--- src/rtl/core/cac_pkg.sv ---
// Package for the analog conditioning block: widths, register and channel
// codes, filter weights, controller state and command/status structs.
// No dependencies.
package cac_pkg;

  localparam int CH_W    = 3;
  localparam int SMP_W   = 12;
  localparam int CFG_W   = 12;
  localparam int ADDR_W  = 3;
  localparam int LEVEL_W = 8;
  localparam int Q_W     = 15;   // quotient / Q8 percent width
  localparam int NUM_W   = 27;   // dividend width
  localparam int ACC_W   = 23;   // filter accumulator width
  localparam int CNT_W   = 4;

  // Register indexes
  localparam logic [ADDR_W-1:0] REG_POT_FS   = 3'd0;
  localparam logic [ADDR_W-1:0] REG_STICK_FS = 3'd1;
  localparam logic [ADDR_W-1:0] REG_DEAD     = 3'd2;
  localparam logic [ADDR_W-1:0] REG_C1X      = 3'd3;
  localparam logic [ADDR_W-1:0] REG_C1Y      = 3'd4;
  localparam logic [ADDR_W-1:0] REG_C2X      = 3'd5;
  localparam logic [ADDR_W-1:0] REG_C2Y      = 3'd6;

  // Channel codes
  localparam logic [CH_W-1:0] CH_S1X  = 3'd0;
  localparam logic [CH_W-1:0] CH_S1Y  = 3'd1;
  localparam logic [CH_W-1:0] CH_S2X  = 3'd2;
  localparam logic [CH_W-1:0] CH_S2Y  = 3'd3;
  localparam logic [CH_W-1:0] CH_POT1 = 3'd4;
  localparam logic [CH_W-1:0] CH_POT2 = 3'd5;

  // Reset values of the registers
  localparam logic [CFG_W-1:0] POT_FS_RST   = 12'd3000;
  localparam logic [CFG_W-1:0] STICK_FS_RST = 12'd3000;
  localparam logic [CFG_W-1:0] DEAD_RST     = 12'd300;

  // Q8 percent scale and filter weights (0.7 / 0.3)
  localparam logic [Q_W-1:0]   Q8_HUNDRED = 15'd25600;
  localparam logic [ACC_W-1:0] W_OLD      = 23'd179;
  localparam logic [ACC_W-1:0] W_NEW      = 23'd77;
  localparam logic [ACC_W-1:0] Q8_HALF    = 23'd128;
  localparam logic [6:0]       PCT_MAX    = 7'd100;

  // One quotient bit per divider step
  localparam logic [CNT_W-1:0] DIV_STEPS = 4'(Q_W);

  typedef enum logic [2:0] {
    ST_IDLE,
    ST_PREP,
    ST_DIV,
    ST_FILT,
    ST_DONE
  } state_t;

  typedef struct packed {
    logic load;     // capture the input beat
    logic prep;     // clip, center, scale, seed the divider
    logic step;     // one restoring divide step
    logic filt;     // run the pot filter
    logic finish;   // commit state, fill the output register
  } cmd_t;

  typedef struct packed {
    logic out_full; // output register holds a beat that is not taken
  } stat_t;

endpackage

--- src/rtl/core/cac_in_if.sv ---
// Input channel: one converter sample beat with its channel tag.
// Depends on cac_pkg.
interface cac_in_if;
  logic                       valid;
  logic                       ready;
  logic [cac_pkg::CH_W-1:0]   channel;
  logic [cac_pkg::SMP_W-1:0]  sample;
  logic                       button_held;

  modport source (output valid, output channel, output sample, output button_held,
                  input ready);
  modport sink (input valid, input channel, input sample, input button_held,
                output ready);
endinterface

--- src/rtl/core/cac_out_if.sv ---
// Output channel: one conditioned result beat.
// Depends on cac_pkg.
interface cac_out_if;
  logic                               valid;
  logic                               ready;
  logic [cac_pkg::CH_W-1:0]           out_channel;
  logic signed [cac_pkg::LEVEL_W-1:0] level;
  logic                               changed;

  modport source (output valid, output out_channel, output level, output changed,
                  input ready);
  modport sink (input valid, input out_channel, input level, input changed,
                output ready);
endinterface

--- src/rtl/core/cac_cfg_if.sv ---
// Configuration write channel: register index and write data.
// Depends on cac_pkg.
interface cac_cfg_if;
  logic                       valid;
  logic                       ready;
  logic [cac_pkg::ADDR_W-1:0] addr;
  logic [cac_pkg::CFG_W-1:0]  data;

  modport source (output valid, output addr, output data, input ready);
  modport sink (input valid, input addr, input data, output ready);
endinterface

--- src/rtl/core/cac_ctrl.sv ---
// Sequencer for the conditioning datapath: accept, setup, divide, filter,
// write result. Depends on cac_pkg.
module cac_ctrl (
  input  logic           clk,
  input  logic           rst,
  input  logic           in_valid,
  output logic           in_ready,
  input  cac_pkg::stat_t stat,
  output cac_pkg::cmd_t  cmd
);

  cac_pkg::state_t            state, state_next;
  logic [cac_pkg::CNT_W-1:0]  cnt, cnt_next;

  // State and step counter registers
  always_ff @(posedge clk) begin
    if (rst) begin
      state <= cac_pkg::ST_IDLE;
      cnt   <= '0;
    end else begin
      state <= state_next;
      cnt   <= cnt_next;
    end
  end

  // Next state
  always_comb begin
    state_next = state;
    cnt_next   = cnt;
    case (state)
      cac_pkg::ST_IDLE: begin
        if (in_valid) state_next = cac_pkg::ST_PREP;
      end
      cac_pkg::ST_PREP: begin
        state_next = cac_pkg::ST_DIV;
        cnt_next   = cac_pkg::DIV_STEPS - 4'd1;
      end
      cac_pkg::ST_DIV: begin
        if (cnt == '0) begin
          state_next = cac_pkg::ST_FILT;
        end else begin
          cnt_next = cnt - 4'd1;
        end
      end
      cac_pkg::ST_FILT: begin
        state_next = cac_pkg::ST_DONE;
      end
      cac_pkg::ST_DONE: begin
        if (!stat.out_full) state_next = cac_pkg::ST_IDLE;
      end
      default: state_next = cac_pkg::ST_IDLE;
    endcase
  end

  // Commands
  always_comb begin
    cmd      = '0;
    in_ready = 1'b0;
    case (state)
      cac_pkg::ST_IDLE: begin
        in_ready = 1'b1;
        cmd.load = in_valid;
      end
      cac_pkg::ST_PREP: cmd.prep = 1'b1;
      cac_pkg::ST_DIV:  cmd.step = 1'b1;
      cac_pkg::ST_FILT: cmd.filt = 1'b1;
      cac_pkg::ST_DONE: cmd.finish = !stat.out_full;
      default: cmd = '0;
    endcase
  end

endmodule

--- src/rtl/core/cac_datapath.sv ---
// Datapath: configuration registers, per-channel history, restoring divider,
// pot filter and output register. Depends on cac_pkg.
module cac_datapath (
  input  logic                                clk,
  input  logic                                rst,
  input  cac_pkg::cmd_t                       cmd,
  output cac_pkg::stat_t                      stat,
  // configuration writes
  input  logic                                cfg_valid,
  input  logic [cac_pkg::ADDR_W-1:0]          cfg_addr,
  input  logic [cac_pkg::CFG_W-1:0]           cfg_data,
  // input beat
  input  logic [cac_pkg::CH_W-1:0]            in_channel,
  input  logic [cac_pkg::SMP_W-1:0]           in_sample,
  input  logic                                in_button,
  // output beat
  output logic                                out_valid,
  input  logic                                out_ready,
  output logic [cac_pkg::CH_W-1:0]            out_channel,
  output logic signed [cac_pkg::LEVEL_W-1:0]  out_level,
  output logic                                out_changed
);

  // Configuration
  logic [cac_pkg::CFG_W-1:0] pot_fs, stick_fs, dead_zone;
  logic [cac_pkg::CFG_W-1:0] centers [4];

  // History
  logic [cac_pkg::Q_W-1:0]             pot_filter [2];
  logic [6:0]                          pot_last [2];
  logic signed [cac_pkg::LEVEL_W-1:0]  axis_last [4];

  // Current item
  logic [cac_pkg::CH_W-1:0]  ch;
  logic [cac_pkg::SMP_W-1:0] smp;
  logic                      btn;

  // Divider and flags
  logic [cac_pkg::CFG_W-1:0] rem, den;
  logic [cac_pkg::Q_W-1:0]   quo;
  logic                      axis_neg, axis_dz, axis_hold;
  logic [cac_pkg::Q_W-1:0]   f_work;

  // Configuration writes
  always_ff @(posedge clk) begin
    if (rst) begin
      pot_fs   <= cac_pkg::POT_FS_RST;
      stick_fs <= cac_pkg::STICK_FS_RST;
      dead_zone <= cac_pkg::DEAD_RST;
      for (int i = 0; i < 4; i++) centers[i] <= '0;
    end else if (cfg_valid) begin
      case (cfg_addr)
        cac_pkg::REG_POT_FS:   pot_fs     <= cfg_data;
        cac_pkg::REG_STICK_FS: stick_fs   <= cfg_data;
        cac_pkg::REG_DEAD:     dead_zone  <= cfg_data;
        cac_pkg::REG_C1X:      centers[0] <= cfg_data;
        cac_pkg::REG_C1Y:      centers[1] <= cfg_data;
        cac_pkg::REG_C2X:      centers[2] <= cfg_data;
        cac_pkg::REG_C2Y:      centers[3] <= cfg_data;
        default: ;
      endcase
    end
  end

  // Setup: clip, center, scale by 100, pick the divisor
  logic [cac_pkg::CFG_W-1:0] center, s_clip, r_clip, mag, mul_op, den_sel;
  logic                      is_axis, neg;
  logic [18:0]               prod;
  logic [cac_pkg::NUM_W-1:0] num;

  always_comb begin
    is_axis = !ch[2];
    center  = centers[ch[1:0]];
    s_clip  = (smp < stick_fs) ? smp : stick_fs;
    r_clip  = (smp < pot_fs) ? smp : pot_fs;
    neg     = s_clip < center;
    mag     = neg ? (center - s_clip) : (s_clip - center);
    mul_op  = is_axis ? mag : r_clip;
    prod    = {7'b0, mul_op} * 19'd100;
    num     = is_axis ? {8'b0, prod} : {prod, 8'b0};
    if (!is_axis)  den_sel = pot_fs;
    else if (neg)  den_sel = center;
    else           den_sel = stick_fs - center;
  end

  // Restoring divide step: one quotient bit per cycle
  logic [cac_pkg::CFG_W:0] trial, diff;
  logic                    ge;

  always_comb begin
    trial = {rem, quo[cac_pkg::Q_W-1]};
    diff  = trial - {1'b0, den};
    ge    = trial >= {1'b0, den};
  end

  // Pot filter: f = (f*179 + n*77 + 128) >> 8
  logic                       pidx;
  logic [cac_pkg::Q_W-1:0]    n_raw, n_pot, f_new;
  logic [cac_pkg::ACC_W-1:0]  acc;

  always_comb begin
    pidx  = ch[0];
    n_raw = (pot_fs == '0) ? '0 : quo;
    if (n_raw > cac_pkg::Q8_HUNDRED) n_raw = cac_pkg::Q8_HUNDRED;
    n_pot = (ch == cac_pkg::CH_POT2) ? (cac_pkg::Q8_HUNDRED - n_raw) : n_raw;
    acc   = {8'b0, pot_filter[pidx]} * cac_pkg::W_OLD
          + {8'b0, n_pot} * cac_pkg::W_NEW + cac_pkg::Q8_HALF;
    f_new = acc[cac_pkg::ACC_W-1:8];
    if (f_new > cac_pkg::Q8_HUNDRED) f_new = cac_pkg::Q8_HUNDRED;
  end

  function automatic logic signed [7:0] neg_level(input logic [6:0] q, input logic n);
    logic signed [7:0] v;
    v = {1'b0, q};
    return n ? -v : v;
  endfunction

  // Result selection
  logic [6:0]                          q7, lv;
  logic [cac_pkg::Q_W:0]               f_round;
  logic signed [cac_pkg::LEVEL_W-1:0]  axis_level, res_level;
  logic                                res_changed;

  always_comb begin
    q7         = (quo > {8'b0, cac_pkg::PCT_MAX}) ? cac_pkg::PCT_MAX : quo[6:0];
    axis_level = neg_level(q7, axis_neg);
    f_round    = {1'b0, f_work} + 16'd128;
    lv         = f_round[14:8];
    res_level   = '0;
    res_changed = 1'b0;
    case (ch)
      cac_pkg::CH_S1X, cac_pkg::CH_S1Y, cac_pkg::CH_S2X, cac_pkg::CH_S2Y: begin
        if (axis_hold) begin
          res_level   = axis_last[ch[1:0]];
          res_changed = 1'b1;
        end else if (axis_dz) begin
          res_level   = '0;
          res_changed = axis_last[ch[1:0]] != '0;
        end else begin
          res_level   = axis_level;
          res_changed = 1'b1;
        end
      end
      cac_pkg::CH_POT1, cac_pkg::CH_POT2: begin
        res_level   = {1'b0, lv};
        res_changed = lv != pot_last[pidx];
      end
      default: begin
        res_level   = '0;
        res_changed = 1'b0;
      end
    endcase
  end

  // Item capture, divider and filter registers
  always_ff @(posedge clk) begin
    if (cmd.load) begin
      ch  <= in_channel;
      smp <= in_sample;
      btn <= in_button;
    end
    if (cmd.prep) begin
      rem       <= num[cac_pkg::NUM_W-1:cac_pkg::Q_W];
      quo       <= num[cac_pkg::Q_W-1:0];
      den       <= den_sel;
      axis_neg  <= neg;
      axis_dz   <= mag <= dead_zone;
      axis_hold <= btn && is_axis && !ch[0];
    end else if (cmd.step) begin
      rem <= ge ? diff[cac_pkg::CFG_W-1:0] : trial[cac_pkg::CFG_W-1:0];
      quo <= {quo[cac_pkg::Q_W-2:0], ge};
    end
    if (cmd.filt) f_work <= f_new;
  end

  // History update at the end of an item
  always_ff @(posedge clk) begin
    if (rst) begin
      for (int i = 0; i < 4; i++) axis_last[i] <= '0;
      for (int i = 0; i < 2; i++) begin
        pot_filter[i] <= '0;
        pot_last[i]   <= '0;
      end
    end else if (cmd.finish) begin
      case (ch)
        cac_pkg::CH_S1X, cac_pkg::CH_S1Y, cac_pkg::CH_S2X, cac_pkg::CH_S2Y: begin
          if (!axis_hold) axis_last[ch[1:0]] <= axis_dz ? '0 : axis_level;
        end
        cac_pkg::CH_POT1, cac_pkg::CH_POT2: begin
          pot_filter[pidx] <= f_work;
          pot_last[pidx]   <= lv;
        end
        default: ;
      endcase
    end
  end

  // Output register
  always_ff @(posedge clk) begin
    if (rst) begin
      out_valid <= 1'b0;
    end else if (cmd.finish) begin
      out_valid <= 1'b1;
    end else if (out_ready) begin
      out_valid <= 1'b0;
    end
  end

  always_ff @(posedge clk) begin
    if (cmd.finish) begin
      out_channel <= ch;
      out_level   <= res_level;
      out_changed <= res_changed;
    end
  end

  assign stat.out_full = out_valid && !out_ready;

endmodule

--- src/rtl/core/controller_analog_conditioning.sv ---
// Top level of the analog conditioning block: sequencer plus datapath.
// Depends on cac_pkg, cac_in_if, cac_out_if, cac_cfg_if, cac_ctrl, cac_datapath.
//
// Usage:
//  samples : valid/ready input, one beat per converter reading (channel,
//            sample, button_held). Channels 0..3 are stick axes, 4 and 5 pots.
//  results : valid/ready output, one beat per input beat (out_channel, level,
//            changed), in input order.
//  cfg     : valid/ready register writes (addr, data); always ready. Write
//            only while no item is in flight.
//  Steps   : from input accept to result valid: a setup state, 15 restoring
//            divide steps, a filter state and the write.
//  Rate    : one item at a time; the next beat is taken only in the idle
//            state that follows the write. The divider yields one quotient
//            bit per cycle.
//  Stall   : the result sits in an output register. A new sample is taken
//            while it waits; that item then holds before its write until
//            the previous result is taken.
//  Reset   : rst (synchronous) restores register defaults (full scales 3000,
//            dead zone 300, centers 0) and clears filters and histories.
module controller_analog_conditioning (
  input logic       clk,
  input logic       rst,
  cac_in_if.sink    samples,
  cac_out_if.source results,
  cac_cfg_if.sink   cfg
);

  cac_pkg::cmd_t  cmd;
  cac_pkg::stat_t stat;

  assign cfg.ready = 1'b1;

  cac_ctrl u_ctrl (
    .clk      (clk),
    .rst      (rst),
    .in_valid (samples.valid),
    .in_ready (samples.ready),
    .stat     (stat),
    .cmd      (cmd)
  );

  cac_datapath u_datapath (
    .clk         (clk),
    .rst         (rst),
    .cmd         (cmd),
    .stat        (stat),
    .cfg_valid   (cfg.valid),
    .cfg_addr    (cfg.addr),
    .cfg_data    (cfg.data),
    .in_channel  (samples.channel),
    .in_sample   (samples.sample),
    .in_button   (samples.button_held),
    .out_valid   (results.valid),
    .out_ready   (results.ready),
    .out_channel (results.out_channel),
    .out_level   (results.level),
    .out_changed (results.changed)
  );

endmodule

--- src/flat_wrapper.sv ---
// flat-port wrapper written by rule: the top's interface ports become plain ports
module controller_analog_conditioning_flat 
  (clk, rst, samples_valid, samples_channel, samples_sample, samples_button_held, samples_ready, results_valid, results_out_channel, results_level, results_changed, results_ready, cfg_valid, cfg_addr, cfg_data, cfg_ready);
  cac_in_if samples_i ();
  cac_out_if results_i ();
  cac_cfg_if cfg_i ();
  input logic clk;
  input logic rst;
  input wire logic [$bits(samples_i.valid)-1:0] samples_valid;
  input wire logic [$bits(samples_i.channel)-1:0] samples_channel;
  input wire logic [$bits(samples_i.sample)-1:0] samples_sample;
  input wire logic [$bits(samples_i.button_held)-1:0] samples_button_held;
  output wire logic [$bits(samples_i.ready)-1:0] samples_ready;
  output wire logic [$bits(results_i.valid)-1:0] results_valid;
  output wire logic [$bits(results_i.out_channel)-1:0] results_out_channel;
  output wire logic [$bits(results_i.level)-1:0] results_level;
  output wire logic [$bits(results_i.changed)-1:0] results_changed;
  input wire logic [$bits(results_i.ready)-1:0] results_ready;
  input wire logic [$bits(cfg_i.valid)-1:0] cfg_valid;
  input wire logic [$bits(cfg_i.addr)-1:0] cfg_addr;
  input wire logic [$bits(cfg_i.data)-1:0] cfg_data;
  output wire logic [$bits(cfg_i.ready)-1:0] cfg_ready;
  assign samples_i.valid = samples_valid;
  assign samples_i.channel = samples_channel;
  assign samples_i.sample = samples_sample;
  assign samples_i.button_held = samples_button_held;
  assign samples_ready = samples_i.ready;
  assign results_valid = results_i.valid;
  assign results_out_channel = results_i.out_channel;
  assign results_level = results_i.level;
  assign results_changed = results_i.changed;
  assign results_i.ready = results_ready;
  assign cfg_i.valid = cfg_valid;
  assign cfg_i.addr = cfg_addr;
  assign cfg_i.data = cfg_data;
  assign cfg_ready = cfg_i.ready;
  controller_analog_conditioning u_core (.clk(clk), .rst(rst), .samples(samples_i), .results(results_i), .cfg(cfg_i));
endmodule
--- config.mk ---
export PLATFORM = sky130hd
export DESIGN_NAME = controller_analog_conditioning_flat
export DESIGN_NICKNAME = d
export VERILOG_FILES = /design/src/rtl/core/cac_pkg.sv /design/src/rtl/core/cac_in_if.sv /design/src/rtl/core/cac_out_if.sv /design/src/rtl/core/cac_cfg_if.sv /design/src/rtl/core/cac_ctrl.sv /design/src/rtl/core/cac_datapath.sv /design/src/rtl/core/controller_analog_conditioning.sv /design/src/flat_wrapper.sv
export SDC_FILE = /design/constraint.sdc
export NUM_CORES = 1
export LEC_CHECK = 0
export ABC_AREA = 1
export BUFFER_PORTS_ARGS = -buffer_cell sky130_fd_sc_hd__buf_4
export CAP_MARGIN = 20
export CORE_UTILIZATION = 65
export CTS_CLUSTER_SIZE = 30
export DETAILED_ROUTE_END_ITERATION = 8
export HOLD_SLACK_MARGIN = 0.12
export PLACE_DENSITY = 0.82
export SYNTH_ARGS = -nofsm -noshare
export SYNTH_HDL_FRONTEND = slang
export SYNTH_HIERARCHICAL = 1
export SYNTH_SLANG_ARGS = --single-unit
--- constraint.sdc ---
create_clock -name clk -period 14.55 [get_ports clk]
set_input_delay 0.7275 -clock clk [delete_from_list [all_inputs] [get_ports clk]]
set_output_delay 0.7275 -clock clk [all_outputs]
set_load 0.02 [all_outputs]
==> results.md <==
- Entering global routing, the biggest net connects 64 pins.
- The prevailing post-synth register cell is edfxtp_1.
- The post-CTS setup buffer count is 0.
- The average routed wire per standard cell is 18.61 um.
- The initial utilization of the core area, before any placement, comes to 66.50%.
- The top cell types in the final layout, fill and taps aside, are 452 x inv_1, 361 x nand2_1, 234 x nor2_1, 229 x ha_1, 209 x edfxtp_1.
- The number of port buffers is 49.
- Of the cells placed in the final design, the portion with a size suffix greater than 1 is 7.258%.
- After clock tree synthesis, the clock-pin slew on the worst setup and hold paths is 0.06 ns.
- The largest fanout on the critical path is 24.
- Post-CTS repair changed the size of 0 cells.
- The flop and latch count out of synthesis is 255.
- The slowest cell on the critical path is nand3_1.
- In this run, CTS created clock tree buffers numbering 27.
- The biggest area contributor in the post-synthesis netlist is edfxtp_1.
- The worst path uses 63.11% of the clock period.
- In the final timing run, aggregate negative setup slack is 0 ns.
- The kind of start point of the critical path is a flop.
- For this block, the via count after detailed routing is 16510.
- For this run, asynchronously set or reset flops after synthesis account for 0%.
- The via count of the first global-routing pass is 15880.
- Once placement completed, the tool counted placed cells totaling 2757.
- Counting distinct cell types in the post-synthesis netlist gives 56.
- The row count is 64.
- The first detailed-routing pass ran for 8 iterations.
- The TritonCTS clock tree is done.
- Averaged over all synthesized cells, the footprint is 8.676 um^2.
- In the routed design, unresolved DRC markers number 0.
- STA classifies the critical path endpoint as a flop.
- Clock tree synthesis selected as its root buffer the cell clkbuf_16.
- From bottom edge to top edge, the die measures 179.4 um.
- The floorplan step set the die width to 179.4 um.
- The final clock skew is 0.01519 ns.
- The sink count of the clock tree is 255.
- Along the worst hold path, the cell count comes to 1.
- Leaving out fill and tap cells, the most frequent cell in the layout is inv_1.
- The clock insertion delay at the later pin of the skew report is 0.57 ns.
- The placer's final routability congestion estimate is 0.9748.
- The number of enable-type register cells in the synthesized netlist is 209.
- The flow ran to the end, and the final reports show no timing, DRC or antenna violations.
- Yosys printed 6 warnings.
- The global-route usage over all layers is 33.58%.
- The number of max-cap violations is 0.
- Setup repair after global routing left no endpoint under its margin.
- The critical setup path kind is flop to flop.
- The net count after synthesis is 2726.
- In this run the worst hold path is classified as input pin to flop.
- The area growth from synthesis to layout is 8.284%.
- The number of pins exceeding their max-slew limit in the final report came to 0.
- The most used cell along the critical path is inv_1.
- The fraction of the yosys area taken by sequential cells is 35.19%.
- Summed over its instances, the top area cell type makes up 30.69% of the synthesized netlist area.
- The core region area is 0.03075 mm^2.
- The final net count is 2759.
- For the pin with the worst max-slew slack, the measured transition is 1.192 ns.
- The number of setup violations in the final report is 0.
- The post-DP HPWL is 39.73 mm.
- At the worst endpoint, the required time is 14.86 ns.
- The number of hold buffers added after CTS was 0.
- The number of antenna violations at the first check in global routing is 0.
- The top-level port count is 51.
- The number of cells on the worst reg-to-reg path is 41.
- No sink is reached through more buffers than the 3 on the longest clock path.
- The layout has 2295 filler cells.
- In this run the remaining antenna-violating nets after routing total 0.
- In this run the number of H-tree levels came out at 1.
- The top achievable clock speed is 0.1089 GHz.
- In this run, the number of DRC markers left after iteration 0 of detailed routing was 1464.
- The first-pass GRT wire length is 82.97 mm.
- The total length of routed wires is 52.25 mm.
- In the synthesized netlist, the number of instances is 2357.
- The synthesized netlist occupies a cell area of 0.02045 mm^2.
- The mean number of vias per cell is 5.880.
- The total overflow left after global routing is 0.
- The minimum clock period after layout is 9.182 ns.
- At the worst endpoint, the arrival time is 9.49 ns.
- The number of antenna cells inserted is 0.
- Summing all multi-input logic gate instances after layout gives 0.01125 mm^2.
- The longest individual stage delay on the worst path is 0.77 ns.
- Measured against its own limit, the worst slew margin works out to 20.51%.
- By area the synthesized netlist is led by edfxtp_1 31%, ha_1 14%, fa_1 10%.
- The floorplan step defined a die boundary enclosing 0.03217 mm^2.
- The number of failing hold endpoints at the final stage came to 0.
- The finished layout holds 2807 standard cells, fillers aside.
- The sequential standard cell area is 0.007198 mm^2.
==> flip-flops by register name, summed over array words and instances, names as in the netlist, 3 cells and up, named ones only <==
register	count
u_core/u_datapath/dead_zone	12
u_core/u_datapath/quo	15
u_core/u_datapath/den	12
u_core/u_datapath/centers	48
u_core/u_datapath/ch	3
u_core/u_datapath/pot_fs	12
u_core/u_ctrl/cnt	4
u_core/u_datapath/stick_fs	12
u_core/u_datapath/pot_filter	30
u_core/u_datapath/axis_last	32
u_core/u_datapath/f_work	15
u_core/u_datapath/out_level	8
u_core/u_datapath/out_channel	3
u_core/u_ctrl/state	3
u_core/u_datapath/smp	12
u_core/u_datapath/pot_last	14
u_core/u_datapath/rem	12
==> area by class of cell <==
class / count / share of cell area, %
Clock buffer: 30 / 3.147
Clock inverter: 20 / 1.113
Inverter: 465 / 7.882
Multi-Input combinational cell: 1573 / 50.81
Sequential cell: 255 / 32.51
Tap cell: 396 / 2.238
Timing Repair Buffer: 68 / 2.305
==> kinds of logic after synthesis <==
family	share of synthesized area, %
xor gates and xnor gates	2.992
AOI/OAI and AO/OA	12.18
and+or+nand+nor	14.96
DFF	35.19
buffers and inverters	9.869
other	0.01834
muxes	0.5935
adders and majority gates	24.19
==> critical path, delay by kind of cell, from the launching register on <==
kind	cells	cell delay (ns)
adder cells (fa/ha/maj)	6	2.15
XOR/XNOR	2	0.28
buffers and inverters	9	1.28
AND/OR/NAND/NOR	11	2.05
AO/OA/AOI/OAI	13	2.78
flip-flops	1	0.37
==> per-stage QoR <==
step	setup slack, ns	cell area (um^2)	utilization [%]	hold slack (ns)
after CTS	5.544	22140	72.01	0.3251
final	5.368	22140	72.01	0.3364
after floorplan	7.480	20450	-	0.4564
after detailed placement	5.568	21200	68.95	0.4903
after global placement	5.763	21200	68.95	0.4833
after global routing	4.563	22140	72.01	0.3252
==> synthesized netlist by cell type, types with 4 or more instances <==
cell and number:
xnor2_1 22, a21boi_0 4, o21bai_1 8, a21o_1 4, o211ai_1 28, a21oi_1 154
a21oi_2 11, nor2_1 234, edfxtp_1 209, nand4_1 11, clkinv_1 4, ha_1 229
o22ai_1 20, buf_2 5, o21ai_0 152, xor2_1 46, buf_1 5, nor4_1 9
fa_1 104, a32oi_1 11, nand3_1 56, dfxtp_1 46, clkbuf_1 50, nand2_2 11
a22oi_1 4, a32o_1 7, nand2_1 361, nand2_4 6, inv_2 9, mux2i_1 11
or2_2 8, o31ai_1 8, inv_1 452, nor3_1 16, o21ai_1 4, o221ai_1 4
==> layer usage <==
layer	track usage (%)	vias to the layer above	wire [um]
li1	-	7789	-
met1	47.88	7893	22350
met2	53.27	713	23930
met3	5.000	110	4382
met4	9.944	0	1590
met5	0	-	0
==> final timing paths <==
check,to,slack (ns),from
worst max-delay path,u_core/u_datapath/rem[3],5.37,u_core/u_datapath/stick_fs[1]
worst min-delay path,u_core/u_datapath/ch[2],0.34,samples_channel[2]
worst max register to register,u_core/u_datapath/rem[3],5.37,u_core/u_datapath/stick_fs[1]
worst min register to register,u_core/u_ctrl/cnt[0],0.50,u_core/u_ctrl/cnt[0]
Power is not shown: default switching activity piles up to over one toggle a cycle in this logic, so the estimate is an artifact.
